## config.mk

```make
export PLATFORM = sky130hd
export DESIGN_NAME = wav_impulse_response_parser
export DESIGN_NICKNAME = d
export VERILOG_FILES = /design/src/wipr_pkg.sv /design/src/wav_impulse_response_parser.sv /design/src/wipr_fifo.sv /design/src/wipr_div.sv /design/src/wipr_parse.sv /design/src/wipr_conv.sv
export SDC_FILE = /design/constraint.sdc
export NUM_CORES = 2
export LEC_CHECK = 0
export BUFFER_PORTS_ARGS = -buffer_cell sky130_fd_sc_hd__clkbuf_2
export CAP_MARGIN = 30
export CORE_MARGIN = 4
export CORE_UTILIZATION = 67
export CTS_CLUSTER_SIZE = 16
export DETAILED_ROUTE_END_ITERATION = 7
export GPL_ROUTABILITY_DRIVEN = 1
export PLACE_DENSITY = 0.86
export SLEW_MARGIN = 5
export SYNTH_ARGS = -nofsm -noshare
export SYNTH_HDL_FRONTEND = slang
export SYNTH_SLANG_ARGS = --single-unit
```

## constraint.sdc

```tcl
create_clock -name i_clk -period 27.6 [get_ports i_clk]
set_input_delay 8.28 -clock i_clk [delete_from_list [all_inputs] [get_ports i_clk]]
set_output_delay 8.28 -clock i_clk [all_outputs]
set_load 0.005 [all_outputs]
```

## src/wipr_pkg.sv

```systemverilog
// Shared types, constants and helper functions for the WAV impulse-response parser.
// Used by every module of the block except the input queue; depends on nothing else.
package wipr_pkg;

    // Chunk tags, little-endian as they arrive in the file.
    localparam logic [31:0] TAG_FMT  = 32'h20746D66;
    localparam logic [31:0] TAG_DATA = 32'h61746164;

    // Shortest file that counts as complete.
    localparam logic [5:0] MIN_FILE = 6'd44;

    // Default tap capacity.
    localparam int DEF_MAX_TAPS = 8192;

    // Default expected sample rate.
    localparam logic [31:0] DEF_RATE = 32'd48000;

    // Status codes.
    localparam logic [2:0] ST_OK     = 3'd0;
    localparam logic [2:0] ST_HEADER = 3'd1;
    localparam logic [2:0] ST_NODATA = 3'd2;
    localparam logic [2:0] ST_FORMAT = 3'd3;
    localparam logic [2:0] ST_WIDTH  = 3'd4;
    localparam logic [2:0] ST_SHORT  = 3'd5;

    // Sample conversion modes.
    localparam logic [1:0] MODE_FLOAT = 2'd0;
    localparam logic [1:0] MODE_PCM16 = 2'd1;
    localparam logic [1:0] MODE_PCM32 = 2'd2;

    // Configuration register indexes.
    localparam logic REG_RATE = 1'b0;
    localparam logic REG_TAPS = 1'b1;

    // One result on its way from the parser to the converter.
    typedef struct packed {
        logic        valid;
        logic [1:0]  mode;
        logic [31:0] raw;
        logic [12:0] index;
        logic        fin;
        logic [2:0]  status;
        logic [13:0] count;
    } t_res;

    // Request to the iterative divider.
    typedef struct packed {
        logic        start;
        logic [31:0] dividend;
        logic [12:0] divisor;
    } t_div_req;

    // Answer of the iterative divider.
    typedef struct packed {
        logic        busy;
        logic        done;
        logic [31:0] quotient;
    } t_div_rsp;

    // Expected byte of the RIFF/WAVE header at a given offset.
    function automatic logic [7:0] head_byte(input logic [3:0] off);
        logic [7:0] v;
        unique case (off)
            4'd0:    v = 8'h52;
            4'd1:    v = 8'h49;
            4'd2:    v = 8'h46;
            4'd3:    v = 8'h46;
            4'd8:    v = 8'h57;
            4'd9:    v = 8'h41;
            4'd10:   v = 8'h56;
            4'd11:   v = 8'h45;
            default: v = 8'h00;
        endcase
        return v;
    endfunction

    // Leading-zero count of a 32-bit word (32 when the word is zero).
    function automatic logic [5:0] lzc32(input logic [31:0] w);
        logic [5:0] n;
        logic       found;
        n = 6'd32;
        found = 1'b0;
        for (int i = 31; i >= 0; i--) begin
            if (!found && w[i]) begin
                n = 6'(31 - i);
                found = 1'b1;
            end
        end
        return n;
    endfunction

    // Replace one byte lane of a word, clearing the rest first if asked.
    function automatic logic [31:0] put_lane(input logic [31:0] w, input logic [1:0] sel,
                                             input logic [7:0] b, input logic clr);
        logic [31:0] v;
        v = clr ? 32'd0 : w;
        v[{sel, 3'b000} +: 8] = b;
        return v;
    endfunction

endpackage

```

## src/wav_impulse_response_parser.sv

```systemverilog
// WAV impulse-response parser: one file byte per beat in, samples and a final status out.
// An input byte passes the input queue, stage one, stage two and the output register.
// Throughput: one byte per cycle unless the output stalls; a data chunk whose sample is
// not 1, 2 or 4 bytes wide stalls input while the iterative divider counts the samples.
// Reset (synchronous, active low) clears the parse state and sets expected_rate to 48000
// and max_taps to 8192; the input queue is empty and accepts bytes once reset is released.
module wav_impulse_response_parser #(
    parameter int MAX_TAPS = wipr_pkg::DEF_MAX_TAPS
) (
    input  logic        i_clk,
    input  logic        i_rst_n,
    input  logic        i_valid,
    output logic        o_ready,
    input  logic [7:0]  i_file_byte,
    input  logic        i_end_of_file,
    output logic        o_valid,
    input  logic        i_ready,
    output logic        o_sample_valid,
    output logic [31:0] o_sample_word,
    output logic [12:0] o_sample_index,
    output logic        o_finished,
    output logic [2:0]  o_status,
    output logic [13:0] o_tap_count,
    input  logic        psel,
    input  logic        penable,
    input  logic        pwrite,
    input  logic [2:0]  paddr,
    input  logic [31:0] pwdata,
    output logic [31:0] prdata,
    output logic        pready
);
    import wipr_pkg::*;

    logic [31:0] r_exp_rate;
    logic [13:0] r_max_taps;
    logic        q_valid;
    logic [7:0]  q_byte;
    logic        q_eof;
    logic        q_pop;
    logic        c_free;
    logic        p_valid;
    t_res        p_res;
    t_div_req    div_req;
    t_div_rsp    div_rsp;

    // Configuration registers.
    assign pready = 1'b1;
    assign prdata = (paddr[2] == REG_TAPS) ? {18'd0, r_max_taps} : r_exp_rate;

    always_ff @(posedge i_clk) begin
        if (!i_rst_n) begin
            r_exp_rate <= DEF_RATE;
            r_max_taps <= 14'(DEF_MAX_TAPS);
        end else if (psel && penable && pwrite) begin
            if (paddr[2] == REG_RATE) r_exp_rate <= pwdata;
            else                      r_max_taps <= pwdata[13:0];
        end
    end

    // Front: input queue.
    wipr_fifo u_fifo (
        .i_clk   (i_clk),
        .i_rst_n (i_rst_n),
        .i_valid (i_valid),
        .o_ready (o_ready),
        .i_byte  (i_file_byte),
        .i_eof   (i_end_of_file),
        .o_valid (q_valid),
        .i_pop   (q_pop),
        .o_byte  (q_byte),
        .o_eof   (q_eof)
    );

    // Back: chunk parser.
    wipr_parse #(.MAX_TAPS(MAX_TAPS)) u_parse (
        .i_clk       (i_clk),
        .i_rst_n     (i_rst_n),
        .i_valid     (q_valid),
        .i_byte      (q_byte),
        .i_eof       (q_eof),
        .o_pop       (q_pop),
        .i_free      (c_free),
        .o_res_valid (p_valid),
        .o_res       (p_res),
        .i_exp_rate  (r_exp_rate),
        .i_max_taps  (r_max_taps),
        .o_div_req   (div_req),
        .i_div_rsp   (div_rsp)
    );

    // Sample-count divider.
    wipr_div u_div (
        .i_clk   (i_clk),
        .i_rst_n (i_rst_n),
        .i_req   (div_req),
        .o_rsp   (div_rsp)
    );

    // Sample conversion and output register.
    wipr_conv u_conv (
        .i_clk          (i_clk),
        .i_rst_n        (i_rst_n),
        .i_valid        (p_valid),
        .i_res          (p_res),
        .o_free         (c_free),
        .o_valid        (o_valid),
        .i_ready        (i_ready),
        .o_sample_valid (o_sample_valid),
        .o_sample_word  (o_sample_word),
        .o_sample_index (o_sample_index),
        .o_finished     (o_finished),
        .o_status       (o_status),
        .o_tap_count    (o_tap_count)
    );
endmodule

```

## src/wipr_fifo.sv

```systemverilog
// Input queue of the WAV parser: two-entry buffer of file bytes and end marks.
// Depends on nothing but the clock and reset.
module wipr_fifo (
    input  logic       i_clk,
    input  logic       i_rst_n,
    input  logic       i_valid,
    output logic       o_ready,
    input  logic [7:0] i_byte,
    input  logic       i_eof,
    output logic       o_valid,
    input  logic       i_pop,
    output logic [7:0] o_byte,
    output logic       o_eof
);
    logic [8:0] r_mem [2];
    logic       r_wp;
    logic       r_rp;
    logic [1:0] r_cnt;
    logic       push;
    logic       pop;

    assign o_ready = (r_cnt != 2'd2);
    assign o_valid = (r_cnt != 2'd0);
    assign push    = i_valid && o_ready;
    assign pop     = i_pop && o_valid;
    assign o_byte  = r_mem[r_rp][7:0];
    assign o_eof   = r_mem[r_rp][8];

    // Storage needs no reset.
    always_ff @(posedge i_clk) begin
        if (push) begin
            r_mem[r_wp] <= {i_eof, i_byte};
        end
    end

    // Pointers and fill level.
    always_ff @(posedge i_clk) begin
        if (!i_rst_n) begin
            r_wp  <= 1'b0;
            r_rp  <= 1'b0;
            r_cnt <= 2'd0;
        end else begin
            if (push) r_wp <= ~r_wp;
            if (pop)  r_rp <= ~r_rp;
            r_cnt <= 2'(r_cnt + {1'b0, push} - {1'b0, pop});
        end
    end
endmodule

```

## src/wipr_div.sv

```systemverilog
// Iterative restoring divider for the WAV parser: one quotient bit per cycle.
// Uses the request and answer types of wipr_pkg.
module wipr_div (
    input  logic               i_clk,
    input  logic               i_rst_n,
    input  wipr_pkg::t_div_req i_req,
    output wipr_pkg::t_div_rsp o_rsp
);
    import wipr_pkg::*;

    logic        r_busy;
    logic        r_done;
    logic [4:0]  r_cnt;
    logic [31:0] r_quo;
    logic [12:0] r_rem;
    logic [12:0] r_dvs;
    logic [13:0] trial;
    logic        ge;

    assign trial = {r_rem, r_quo[31]};
    assign ge    = (trial >= {1'b0, r_dvs});

    assign o_rsp.busy     = r_busy;
    assign o_rsp.done     = r_done;
    assign o_rsp.quotient = r_quo;

    // Datapath: quotient bits shift in where dividend bits shift out.
    always_ff @(posedge i_clk) begin
        if (i_req.start) begin
            r_quo <= i_req.dividend;
            r_rem <= '0;
            r_dvs <= i_req.divisor;
        end else if (r_busy) begin
            r_rem <= ge ? 13'(trial - {1'b0, r_dvs}) : trial[12:0];
            r_quo <= {r_quo[30:0], ge};
        end
    end

    // Control: 32 steps, then a done pulse.
    always_ff @(posedge i_clk) begin
        if (!i_rst_n) begin
            r_busy <= 1'b0;
            r_done <= 1'b0;
            r_cnt  <= '0;
        end else begin
            r_done <= 1'b0;
            if (i_req.start) begin
                r_busy <= 1'b1;
                r_cnt  <= '0;
            end else if (r_busy) begin
                r_cnt <= 5'(r_cnt + 5'd1);
                if (r_cnt == 5'd31) begin
                    r_busy <= 1'b0;
                    r_done <= 1'b1;
                end
            end
        end
    end
endmodule

```

## src/wipr_parse.sv

```systemverilog
// Chunk parser of the WAV parser: walks RIFF chunks byte by byte and emits results.
// Uses wipr_pkg; the divider answers the sample-count division.
module wipr_parse #(
    parameter int MAX_TAPS = wipr_pkg::DEF_MAX_TAPS
) (
    input  logic               i_clk,
    input  logic               i_rst_n,
    input  logic               i_valid,
    input  logic [7:0]         i_byte,
    input  logic               i_eof,
    output logic               o_pop,
    input  logic               i_free,
    output logic               o_res_valid,
    output wipr_pkg::t_res     o_res,
    input  logic [31:0]        i_exp_rate,
    input  logic [13:0]        i_max_taps,
    output wipr_pkg::t_div_req o_div_req,
    input  wipr_pkg::t_div_rsp i_div_rsp
);
    import wipr_pkg::*;

    // Parse phases.
    localparam logic [2:0] PH_HEAD = 3'd0;
    localparam logic [2:0] PH_CHDR = 3'd1;
    localparam logic [2:0] PH_FMT  = 3'd2;
    localparam logic [2:0] PH_SKIP = 3'd3;
    localparam logic [2:0] PH_DATA = 3'd4;
    localparam logic [2:0] PH_HOLD = 3'd5;
    localparam logic [2:0] PH_DONE = 3'd6;

    // Cap limit that fits the 14-bit count.
    localparam int          CAP_INT = (MAX_TAPS > 16383) ? 16383 : MAX_TAPS;
    localparam logic [13:0] CAP_LIM = 14'(CAP_INT);

    logic [2:0]  r_phase, n_phase;
    logic [12:0] r_off, n_off;
    logic [31:0] r_tag, n_tag;
    logic [31:0] r_len, n_len;
    logic [15:0] r_fmt, n_fmt;
    logic [15:0] r_chan, n_chan;
    logic [31:0] r_rate, n_rate;
    logic [15:0] r_bits, n_bits;
    logic [31:0] r_asm, n_asm;
    logic [13:0] r_emit, n_emit;
    logic [13:0] r_target, n_target;
    logic [5:0]  r_total, n_total;
    logic [32:0] r_skip, n_skip;
    logic [2:0]  r_held, n_held;
    logic        r_div_go;
    logic        r_div_ready;

    logic [12:0] bps;
    logic [31:0] len_new;
    logic        is_disp;
    logic        fmt_ok;
    logic        fast;
    logic        need_div;
    logic        stall;
    logic        consume;
    logic [13:0] cap;
    logic [31:0] quo;
    logic [13:0] tgt;
    logic        fin_f;
    logic [2:0]  fin_st;
    logic        fail_f;
    logic [2:0]  fail_st;
    logic [12:0] off_inc;
    logic [31:0] asm_new;
    logic [13:0] emit_inc;
    logic [32:0] skip_dec;
    logic [32:0] skip_amt;
    t_res        res;

    // Effective cap: max_taps clamped to one and the tap capacity.
    always_comb begin
        cap = i_max_taps;
        if (cap == 14'd0) cap = 14'd1;
        if (cap > CAP_LIM) cap = CAP_LIM;
    end

    // Dispatch of a data chunk and the division it may need.
    assign bps      = r_bits[15:3];
    assign len_new  = {i_byte, r_len[23:0]};
    assign is_disp  = (r_phase == PH_CHDR) && (r_off == 13'd7);
    assign fmt_ok   = (r_chan == 16'd1) && (r_rate == i_exp_rate) &&
                      ((r_fmt == 16'd1) || (r_fmt == 16'd3));
    assign fast     = (bps == 13'd1) || (bps == 13'd2) || (bps == 13'd4);
    assign need_div = is_disp && (r_tag == TAG_DATA) && fmt_ok && (bps != 13'd0) && !fast;
    assign stall    = need_div && !r_div_ready;
    assign consume  = i_valid && i_free && !stall;
    assign o_pop    = consume;

    assign o_div_req.start    = i_valid && stall && !r_div_go;
    assign o_div_req.dividend = len_new;
    assign o_div_req.divisor  = bps;

    // Number of whole samples in the data chunk, capped.
    always_comb begin
        if (bps == 13'd1)      quo = len_new;
        else if (bps == 13'd2) quo = {1'b0, len_new[31:1]};
        else if (bps == 13'd4) quo = {2'b0, len_new[31:2]};
        else                   quo = i_div_rsp.quotient;
        tgt = (quo > {18'd0, cap}) ? cap : quo[13:0];
    end

    // Next state for one consumed byte.
    always_comb begin
        n_phase  = r_phase;
        n_off    = r_off;
        n_tag    = r_tag;
        n_len    = r_len;
        n_fmt    = r_fmt;
        n_chan   = r_chan;
        n_rate   = r_rate;
        n_bits   = r_bits;
        n_asm    = r_asm;
        n_emit   = r_emit;
        n_target = r_target;
        n_skip   = r_skip;
        n_held   = r_held;
        res      = '0;
        fin_f    = 1'b0;
        fin_st   = ST_OK;
        fail_f   = 1'b0;
        fail_st  = ST_OK;
        n_total  = (r_total < MIN_FILE) ? 6'(r_total + 6'd1) : r_total;
        off_inc  = 13'(r_off + 13'd1);
        asm_new  = r_asm;
        emit_inc = 14'(r_emit + 14'd1);
        skip_dec = (r_skip != 33'd0) ? 33'(r_skip - 33'd1) : r_skip;
        skip_amt = {1'b0, r_len} + {32'd0, r_len[0]};

        unique case (r_phase)
            // Fixed RIFF/WAVE header.
            PH_HEAD: begin
                if (r_off < 13'd12 && (r_off < 13'd4 || r_off >= 13'd8) &&
                    i_byte != head_byte(r_off[3:0])) begin
                    fail_f  = 1'b1;
                    fail_st = ST_HEADER;
                end else if (off_inc >= 13'd12) begin
                    n_off   = '0;
                    n_phase = PH_CHDR;
                end else begin
                    n_off = off_inc;
                end
            end
            // Chunk tag and length, then dispatch.
            PH_CHDR: begin
                if (r_off < 13'd4) begin
                    n_tag = put_lane(r_tag, r_off[1:0], i_byte, r_off == 13'd0);
                end else begin
                    n_len = put_lane(r_len, r_off[1:0], i_byte, r_off == 13'd4);
                end
                n_off = off_inc;
                if (off_inc >= 13'd8) begin
                    n_off = '0;
                    if (r_tag == TAG_FMT) begin
                        if (len_new < 32'd16) begin
                            fail_f  = 1'b1;
                            fail_st = ST_FORMAT;
                        end else begin
                            n_phase = PH_FMT;
                        end
                    end else if (r_tag == TAG_DATA) begin
                        if (!fmt_ok) begin
                            fail_f  = 1'b1;
                            fail_st = ST_FORMAT;
                        end else if (bps == 13'd0) begin
                            fail_f  = 1'b1;
                            fail_st = ST_WIDTH;
                        end else begin
                            n_target = tgt;
                            n_emit   = '0;
                            n_asm    = '0;
                            n_phase  = PH_DATA;
                            if (tgt == 14'd0) begin
                                fin_f  = 1'b1;
                                fin_st = ST_OK;
                            end
                        end
                    end else begin
                        n_skip  = {1'b0, len_new} + {32'd0, len_new[0]};
                        n_phase = ({1'b0, len_new} + {32'd0, len_new[0]} == 33'd0) ?
                                  PH_CHDR : PH_SKIP;
                    end
                end
            end
            // Format chunk fields.
            PH_FMT: begin
                if (r_off < 13'd2) begin
                    n_fmt = 16'(put_lane({16'd0, r_fmt}, r_off[1:0], i_byte, r_off == 13'd0));
                end else if (r_off < 13'd4) begin
                    n_chan = 16'(put_lane({16'd0, r_chan}, {1'b0, r_off[0]}, i_byte,
                                          r_off == 13'd2));
                end else if (r_off < 13'd8) begin
                    n_rate = put_lane(r_rate, r_off[1:0], i_byte, r_off == 13'd4);
                end else if (r_off == 13'd14 || r_off == 13'd15) begin
                    n_bits = 16'(put_lane({16'd0, r_bits}, {1'b0, r_off[0]}, i_byte,
                                          r_off == 13'd14));
                end
                n_off = off_inc;
                if (off_inc >= 13'd16) begin
                    n_off   = '0;
                    n_skip  = 33'(skip_amt - 33'd16);
                    n_phase = (33'(skip_amt - 33'd16) == 33'd0) ? PH_CHDR : PH_SKIP;
                end
            end
            // Unknown chunk body and padding.
            PH_SKIP: begin
                n_skip = skip_dec;
                if (skip_dec == 33'd0) begin
                    n_off   = '0;
                    n_phase = PH_CHDR;
                end
            end
            // Sample bytes.
            PH_DATA: begin
                if (r_off < 13'd4) begin
                    asm_new = put_lane(r_asm, r_off[1:0], i_byte, 1'b0);
                end
                n_asm = asm_new;
                n_off = off_inc;
                if (off_inc >= bps) begin
                    n_off = '0;
                    n_asm = '0;
                    if (r_fmt == 16'd3 && r_bits == 16'd32) begin
                        res.mode = MODE_FLOAT;
                    end else if (r_fmt == 16'd1 && r_bits == 16'd16) begin
                        res.mode = MODE_PCM16;
                    end else if (r_fmt == 16'd1 && r_bits == 16'd32) begin
                        res.mode = MODE_PCM32;
                    end else begin
                        fail_f  = 1'b1;
                        fail_st = ST_WIDTH;
                    end
                    if (!fail_f) begin
                        res.valid = 1'b1;
                        res.raw   = asm_new;
                        res.index = r_emit[12:0];
                        n_emit    = emit_inc;
                        if (emit_inc >= r_target) begin
                            fin_f  = 1'b1;
                            fin_st = ST_OK;
                        end
                    end
                end
            end
            // Error found early, reported once the file is long enough.
            PH_HOLD: begin
                if (n_total >= MIN_FILE) begin
                    fin_f  = 1'b1;
                    fin_st = r_held;
                end
            end
            default: begin
            end
        endcase

        // An error finishes at once or waits for the minimum length.
        if (fail_f) begin
            if (n_total >= MIN_FILE) begin
                fin_f  = 1'b1;
                fin_st = fail_st;
            end else begin
                n_held  = fail_st;
                n_phase = PH_HOLD;
            end
        end

        // End of file closes any open parse.
        if (i_eof && !fin_f && n_phase <= PH_HOLD) begin
            fin_f = 1'b1;
            if (n_total < MIN_FILE)       fin_st = ST_SHORT;
            else if (n_phase == PH_HOLD)  fin_st = n_held;
            else if (n_phase == PH_DATA)  fin_st = ST_OK;
            else                          fin_st = ST_NODATA;
        end

        if (fin_f) begin
            res.fin    = 1'b1;
            res.status = fin_st;
            res.count  = (fin_st == ST_OK) ? n_target : 14'd0;
            n_phase    = PH_DONE;
        end

        // Every end of file starts a fresh parse.
        if (i_eof) begin
            n_phase  = PH_HEAD;
            n_off    = '0;
            n_tag    = '0;
            n_len    = '0;
            n_fmt    = '0;
            n_chan   = '0;
            n_rate   = '0;
            n_bits   = '0;
            n_asm    = '0;
            n_emit   = '0;
            n_target = '0;
            n_total  = '0;
            n_skip   = '0;
            n_held   = ST_OK;
        end
    end

    assign o_res       = res;
    assign o_res_valid = consume && (res.valid || res.fin);

    // Parse state.
    always_ff @(posedge i_clk) begin
        if (!i_rst_n) begin
            r_phase  <= PH_HEAD;
            r_off    <= '0;
            r_tag    <= '0;
            r_len    <= '0;
            r_fmt    <= '0;
            r_chan   <= '0;
            r_rate   <= '0;
            r_bits   <= '0;
            r_asm    <= '0;
            r_emit   <= '0;
            r_target <= '0;
            r_total  <= '0;
            r_skip   <= '0;
            r_held   <= ST_OK;
        end else if (consume) begin
            r_phase  <= n_phase;
            r_off    <= n_off;
            r_tag    <= n_tag;
            r_len    <= n_len;
            r_fmt    <= n_fmt;
            r_chan   <= n_chan;
            r_rate   <= n_rate;
            r_bits   <= n_bits;
            r_asm    <= n_asm;
            r_emit   <= n_emit;
            r_target <= n_target;
            r_total  <= n_total;
            r_skip   <= n_skip;
            r_held   <= n_held;
        end
    end

    // Divider handshake: launched once per dispatch, answer kept until used.
    always_ff @(posedge i_clk) begin
        if (!i_rst_n) begin
            r_div_go    <= 1'b0;
            r_div_ready <= 1'b0;
        end else if (consume) begin
            r_div_go    <= 1'b0;
            r_div_ready <= 1'b0;
        end else begin
            if (o_div_req.start) r_div_go <= 1'b1;
            if (i_div_rsp.done)  r_div_ready <= 1'b1;
        end
    end
endmodule

```

## src/wipr_conv.sv

```systemverilog
// Sample converter of the WAV parser: PCM or float samples to single-precision bits.
// Three-stage pipeline with the output register; uses the result type of wipr_pkg.
module wipr_conv (
    input  logic           i_clk,
    input  logic           i_rst_n,
    input  logic           i_valid,
    input  wipr_pkg::t_res i_res,
    output logic           o_free,
    output logic           o_valid,
    input  logic           i_ready,
    output logic           o_sample_valid,
    output logic [31:0]    o_sample_word,
    output logic [12:0]    o_sample_index,
    output logic           o_finished,
    output logic [2:0]     o_status,
    output logic [13:0]    o_tap_count
);
    import wipr_pkg::*;

    logic        r_s1v;
    t_res        r_s1;
    logic        r_s2v;
    t_res        r_s2;
    logic        r_neg;
    logic [31:0] r_mag;
    logic [5:0]  r_lz;
    logic        r_ov;

    logic        out_load;
    logic        s2_free;
    logic        s1_free;
    logic [31:0] sval;
    logic        neg;
    logic [31:0] mag;
    logic [31:0] norm;
    logic [7:0]  expo;
    logic        up;
    logic [30:0] packed_em;
    logic [31:0] word;

    assign out_load = !r_ov || i_ready;
    assign s2_free  = !r_s2v || out_load;
    assign s1_free  = !r_s1v || s2_free;
    assign o_free   = s1_free;
    assign o_valid  = r_ov;

    // Sign and magnitude of a PCM sample.
    always_comb begin
        sval = (r_s1.mode == MODE_PCM16) ? {{16{r_s1.raw[15]}}, r_s1.raw[15:0]} : r_s1.raw;
        neg  = sval[31];
        mag  = neg ? 32'(-sval) : sval;
    end

    // Normalize, round to nearest even and pack.
    always_comb begin
        norm      = r_mag << r_lz;
        expo      = (r_s2.mode == MODE_PCM16) ? 8'(8'd143 - {2'b0, r_lz}) :
                                                8'(8'd127 - {2'b0, r_lz});
        up        = norm[7] && ((|norm[6:0]) || norm[8]);
        packed_em = 31'({expo, norm[30:8]} + {30'd0, up});
        if (!r_s2.valid)                word = 32'd0;
        else if (r_s2.mode == MODE_FLOAT) word = r_s2.raw;
        else if (r_mag == 32'd0)        word = 32'd0;
        else                            word = {r_neg, packed_em};
    end

    // Stage one: the result as produced.
    always_ff @(posedge i_clk) begin
        if (!i_rst_n) begin
            r_s1v <= 1'b0;
        end else if (s1_free) begin
            r_s1v <= i_valid;
        end
    end

    always_ff @(posedge i_clk) begin
        if (s1_free && i_valid) r_s1 <= i_res;
    end

    // Stage two: magnitude and leading-zero count.
    always_ff @(posedge i_clk) begin
        if (!i_rst_n) begin
            r_s2v <= 1'b0;
        end else if (s2_free) begin
            r_s2v <= r_s1v;
        end
    end

    always_ff @(posedge i_clk) begin
        if (s2_free && r_s1v) begin
            r_s2  <= r_s1;
            r_neg <= neg;
            r_mag <= mag;
            r_lz  <= lzc32(mag);
        end
    end

    // Output register.
    always_ff @(posedge i_clk) begin
        if (!i_rst_n) begin
            r_ov <= 1'b0;
        end else if (out_load) begin
            r_ov <= r_s2v;
        end
    end

    always_ff @(posedge i_clk) begin
        if (out_load && r_s2v) begin
            o_sample_valid <= r_s2.valid;
            o_sample_word  <= word;
            o_sample_index <= r_s2.index;
            o_finished     <= r_s2.fin;
            o_status       <= r_s2.status;
            o_tap_count    <= r_s2.count;
        end
    end
endmodule

```

* Word level (Yosys, flattened, before mapping) *
Memories as Yosys holds them, arrays and structs flattened. A register that Yosys moved wholly into a read port is not among the register bits.
Index checks and enable logic that the tools add are counted.

storage, ports and cells
  flip-flop bits (word level) = 617
  RAM bits = 18
  bits in read-only memories = 96
  input port bits = 51
  output and inout bits = 99
  memories = 2

cells by class
  add/subtract/negate cells = 17
  order comparisons = 18
  eq/ne operators = 42
  shift operators = 5
  mux-type cells = 275
  bitwise operators = 7
  reductions and logical operators = 157

memory list
  name              depth  bits a word  rd ports  clocked after Yosys merged registers in  wr ports  RTL line         source
  (name not given)  16     6            1         1                                        0         wipr_pkg.sv:63   unique case (off)
  u_fifo.r_mem      2      9            1         1                                        1         wipr_fifo.sv:15  logic [8:0] r_mem [2];

operator list
  cell                                                                     number
  32-bit 2-to-1 mux                                                        32
  14-bit 2-to-1 mux                                                        19
  16-bit 2-to-1 mux                                                        16
  32-bit bitwise mux                                                       7
  33-bit 2-to-1 mux                                                        6
  3-bit 2-to-1 mux                                                         37
  13-bit 2-to-1 mux                                                        8
  33-bit zero test                                                         3
  1-bit 2-to-1 mux                                                         99
  33-bit one-hot mux with 3 select lines                                   1
  48-bit 2-to-1 mux                                                        2
  5-bit 2-to-1 mux                                                         15
  32-bit by 1-bit adder with 33-bit output                                 2
  13-bit one-hot mux with 5 select lines                                   1
  32-bit one-hot mux with 2 select lines                                   1
  8-bit by 7-bit variable shift with 32-bit output (first input constant)  2
  8-bit by 7-bit variable part select with 32-bit output                   2
  1-bit logical AND                                                        59
  45-bit 2-to-1 mux                                                        1
  4-bit 2-to-1 mux                                                         10
  13-bit by 3-bit equality test with 1-bit output (second input constant)  3
  13-bit by 4-bit >= comparator with 1-bit output (second input constant)  3
  1-bit zero test                                                          39
  33-bit nonzero test                                                      1
  83 further kinds                                                         152

* Depth between registers and ports, before layout *
  word-level depth = 129
  depth in mapped cells = 21
  depth with buffers taken out = 17

* Modules after synthesis *
Synthesis repeated with hierarchy kept, for this count alone.

unflattened totals
  cells, all modules = 3961
  area total of the unflattened synthesis = 36957.9 µm²

by module, submodules not included
  module                       instances  cells an instance  area an instance (µm²)  sequential area each (µm²)
  wipr_parse                   1          2527               18936.9                 5405.2
  wipr_conv                    1          880                11612.4                 7086.8
  wipr_div                     1          273                3350.7                  1751.7
  wav_impulse_response_parser  1          229                2175.8                  920.9
  wipr_fifo                    1          52                 882.1                   640.6

* Worst setup path before layout *
OpenSTA, ideal clock, no wires.

  path kind = input -> output
  start = input paddr[2]
  end = output prdata[10]
  arrival time = 9241 ps
  required time = 19320 ps
  slack = 10079 ps
  stages = 3
  buffers on the path = 2
  cell sequence = clkbuf_1 > buf_1 > mux2_2

between the ends
  word-level cells in the longest chain between the ends = 1

ends and longest elaborated chain
  element             RTL line                           source
  start: declaration  wav_impulse_response_parser.sv:27  input logic [2:0] paddr,
  32-bit 2-to-1 mux   wav_impulse_response_parser.sv:48  assign prdata = (paddr[2] == REG_TAPS) ? {18'd0, r_max_taps} : r_exp_rate;
  end: declaration    wav_impulse_response_parser.sv:29  output logic [31:0] prdata,

No other way between the ends.

* Worst setup path in the final report *
  start = input paddr[2]
  end = output prdata[11]

Same word-level chain as after synthesis.

==> results.py <==
metrics = {
    "sta": {
        "slew_headroom_pct": 19.5,
        "fin_crit_sh_pct": 64.1,
        "finalHoldViolations": 0,
        "tns_ns": 0,
        "fin_skew_ns": 0.0298,
        "slew_viol_final": 0,
        "finalSetupViolations": 0,
        "max_freq_ghz": 0.0566,
        "worstMarginPinSlew_ns": 1.20,
        "min_period_ns": 17.68,
        "rsz0062_at_grt": "false",
    },
    "placement": {
        "numPortBuffers": 146,
        "place_area_um2": 37200,
        "dpl.cell_count": 4558,
        "gp_congestion": 1.02,
        "dp_hpwl_um": 72500,
    },
    "synth": {
        "synthCells": 3915,
        "yosysWarnings": 0,
        "yosys.area.top_type": "edfxtp_1",
        "synth_ff_type": "dfxtp_1",
        "async_flop_share_pct": 0,
        "ys_types": 94,
        "synth_nets": 4039,
        "synthTopCellsByArea": "edfxtp_1, dfxtp_1, mux2i_1, nor2_1, nand2_1",
        "synth_top_area_share_pct": 24.7,
        "synth_seq_cells": 641,
        "seq_area_frac_synth_pct": 43.8,
        "syn_avg_cell_area_um2": 9.21,
        "synth_edf_count": 297,
        "synth_area_um2": 36100,
    },
    "clock_network": {
        "cts_root_buffer": "clkbuf_16",
        "cts_tree": "yes",
        "post_cts_resize_count": 0,
        "clock_latency_ns": 0.63,
        "cts_max_level": 3,
        "ctsHoldBuffers": 0,
        "post-cts-setup-buffers": 0,
        "cts.clk_slew.worst_paths_ns": 0.06,
        "cts.sinks": 641,
        "cts_buffers": 68,
        "clk_path_buf_depth": 3,
    },
    "critical_path": {
        "slowest_delay_ns": 0.56,
        "worst_path_max_delay_cell": "clkbuf_2",
        "criticalPathCategory": "input port to output port",
        "cp-start-kind": "input port",
        "path_cells": "clkbuf_2 -> mux2_2 -> clkbuf_2",
        "cp_common_cell": "clkbuf_2",
        "critical-path-top-delay-family": "buffers and inverters",
        "crit_fanout": 35,
        "cp-end-kind": "output port",
        "worst-path-buf-inv": 2,
        "arrival_ns": 9.40,
        "worstPathRequired_ns": 19.32,
    },
    "final_layout": {
        "design_area_um2": 39600,
        "diodes": 0,
        "stdcell_count": 4690,
        "drive_above_1_share_pct": 12.2,
        "nets": 4071,
        "area_growth_pct": 9.88,
    },
    "route": {
        "wl_per_cell_um": 22.2,
        "drt-pass1-iter-count": 6,
        "avgViaCountPerCell": 6.67,
        "dr_total_vias": 31300,
        "ant_nets": 0,
        "drcViolationCount": 0,
        "routed_wl_um": 104000,
        "drt_iter0_drc": 4261,
    },
    "die": {
        "rows": 84,
        "die_area_um2": 57600,
        "core_um2": 53000,
        "dieHeight_um": 240,
        "start_util_pct": 68.1,
        "boundaryPins": 150,
        "dieWidth_um": 240,
    },
    "status": {
        "outcome": "finished, final reports clean",
    },
    "global_route": {
        "grt_usage_pct": 34.9,
        "antenna_found_initial": 1,
        "grt_pass1_vias": 29200,
        "grt_pass1_wl_um": 160000,
        "globalRouteOverflowTotal": 0,
        "grt_max_degree": 180,
    },
    "power_and_ir_drop": {
        "p_comb_share_pct": 35.2,
        "power_frac_clock_pct": 28.3,
        "p_int_mw": 2.12,
        "ir_drop_uv": 61.9,
        "leakagePower_nw": 14.5,
        "powerDensity_nw_per_um2": 85.7,
        "sw_frac_of_total_pct": 37.5,
        "power.share.sequential_pct": 36.4,
        "switchingPower_mw": 1.27,
    },
    "run": {
        "drv_cap": 0,
    },
    "min_path": {
        "hp-class": "flip-flop to flip-flop",
    },
}
==> flip-flops by register name, indices dropped and copies added (netlist names), 14 cells and up, named ones only <==
signal	cells
u_conv.r_s1	66
u_conv.r_s2	65
u_parse.r_skip	33
r_exp_rate	32
u_conv.o_sample_word	32
u_conv.r_mag	32
u_div.r_quo	32
u_parse.r_asm	32
u_parse.r_len	32
u_parse.r_rate	32
u_parse.r_tag	32
u_fifo.r_mem	18
u_parse.r_bits	16
u_parse.r_chan	16
u_parse.r_fmt	16
r_max_taps	14
u_conv.o_tap_count	14
u_parse.r_emit	14
u_parse.r_target	14
==> layout make-up <==
class	count	area, um^2
repair buffers	203	1210
flip-flops and latches	641	15800
well taps	688	861
clock inverters	33	457
inverters	127	484
fillers	3628	13300
clock buffers	92	1900
multi-input cells	2906	18900
==> layout by cell type (no fill, tap or decap), drive strengths merged, types with 69 or more instances in the layout <==
master / count
inv: 123
mux2: 69
nor2: 504
nor3: 148
nand2: 345
edfxtp: 297
nor4: 79
nand3: 97
clkbuf: 238
a21oi: 234
ha: 72
dfxtp: 344
xnor2: 126
o21ai: 162
mux2i: 194
==> power groups by stage <==
stage                     Sequential [mW]  Clock (mW)  Combinational (mW)
after CTS                            1.23       0.964                1.16
after detailed placement             1.25           0                1.14
final                                1.24       0.962                1.20
after floorplan                      1.21           0               0.868
after global routing                 1.25        1.01                1.28
after global placement               1.24           0                1.12
==> through the flow <==
| stage | setup WS [ns] | hold WS [ns] | util [%] | total power, mW |
|---|---|---|---|---|
| finish | 9.92 | 0.417 | 74.8 | 3.40 |
| floorplan | 10.08 | 0.400 | - | 2.08 |
| global placement | 9.98 | 0.400 | 70.1 | 2.37 |
| detailed placement | 9.94 | 0.405 | 70.2 | 2.39 |
| global route | 9.87 | 0.420 | 74.8 | 3.53 |
| CTS | 9.93 | 0.418 | 74.6 | 3.35 |
==> synthesized netlist by cell type (all sizes together) (10+ instances only) <==
master,number
xnor2,126
o21a,27
mux2,69
inv,121
a22oi,63
o2111ai,13
nand3b,15
nor2b,55
nand4,68
edfxtp,297
dfxtp,344
nor4,79
o211ai,26
a21oi,234
nand3,97
o22ai,13
o21ai,162
xor2,68
and4,15
a2111oi,10
mux2i,194
a21o,21
a211oi,32
buf,33
or4,25
nand2b,28
nor2,504
or2,18
mux4,44
a31oi,37
ha,72
nand2,345
clkbuf,208
nor3b,13
and2,46
or3,40
nor3,148
and3,34
o31ai,25
==> kinds of logic after synthesis <==
logic type	count (synthesis)	share of synthesized area, %
and+or+nand+nor	1563	21.0
AOI/OAI and AO/OA	768	13.7
DFF	641	43.8
buffers and inverters	368	3.95
muxes	307	10.3
xor gates and xnor gates	194	4.71
adders and majority gates	73	2.55
other	1	0.0104
==> per-layer routing <==
metal / up-vias / GRT usage (%) / part of all wire, %
met5: - / 0 / 0
met4: 0 / 18.1 / 5.9
met3: 420 / 7.82 / 11
met2: 1948 / 54.8 / 45
met1: 14600 / 45.6 / 37
li1: 14400 / - / -
==> final timing paths <==
| path | start | endpoint | depth (start not counted) | slack, ns |
|---|---|---|---|---|
| setup / recovery | paddr[2] | prdata[11] | 3 | 9.92 |
| hold / removal | u_conv.r_s2[13]$_DFFE_PP_ | u_conv.o_tap_count[13]$_DFFE_PP_ | 0 | 0.42 |
| hold reg to reg | u_conv.r_s2[13]$_DFFE_PP_ | u_conv.o_tap_count[13]$_DFFE_PP_ | 0 | 0.42 |
| setup reg to reg | u_parse.r_bits[6]$_SDFFE_PN0P_ | u_conv.r_s1[32]$_SDFFCE_PP0P_ | 17 | 20.34 |
(Power assumes the default switching activity.)
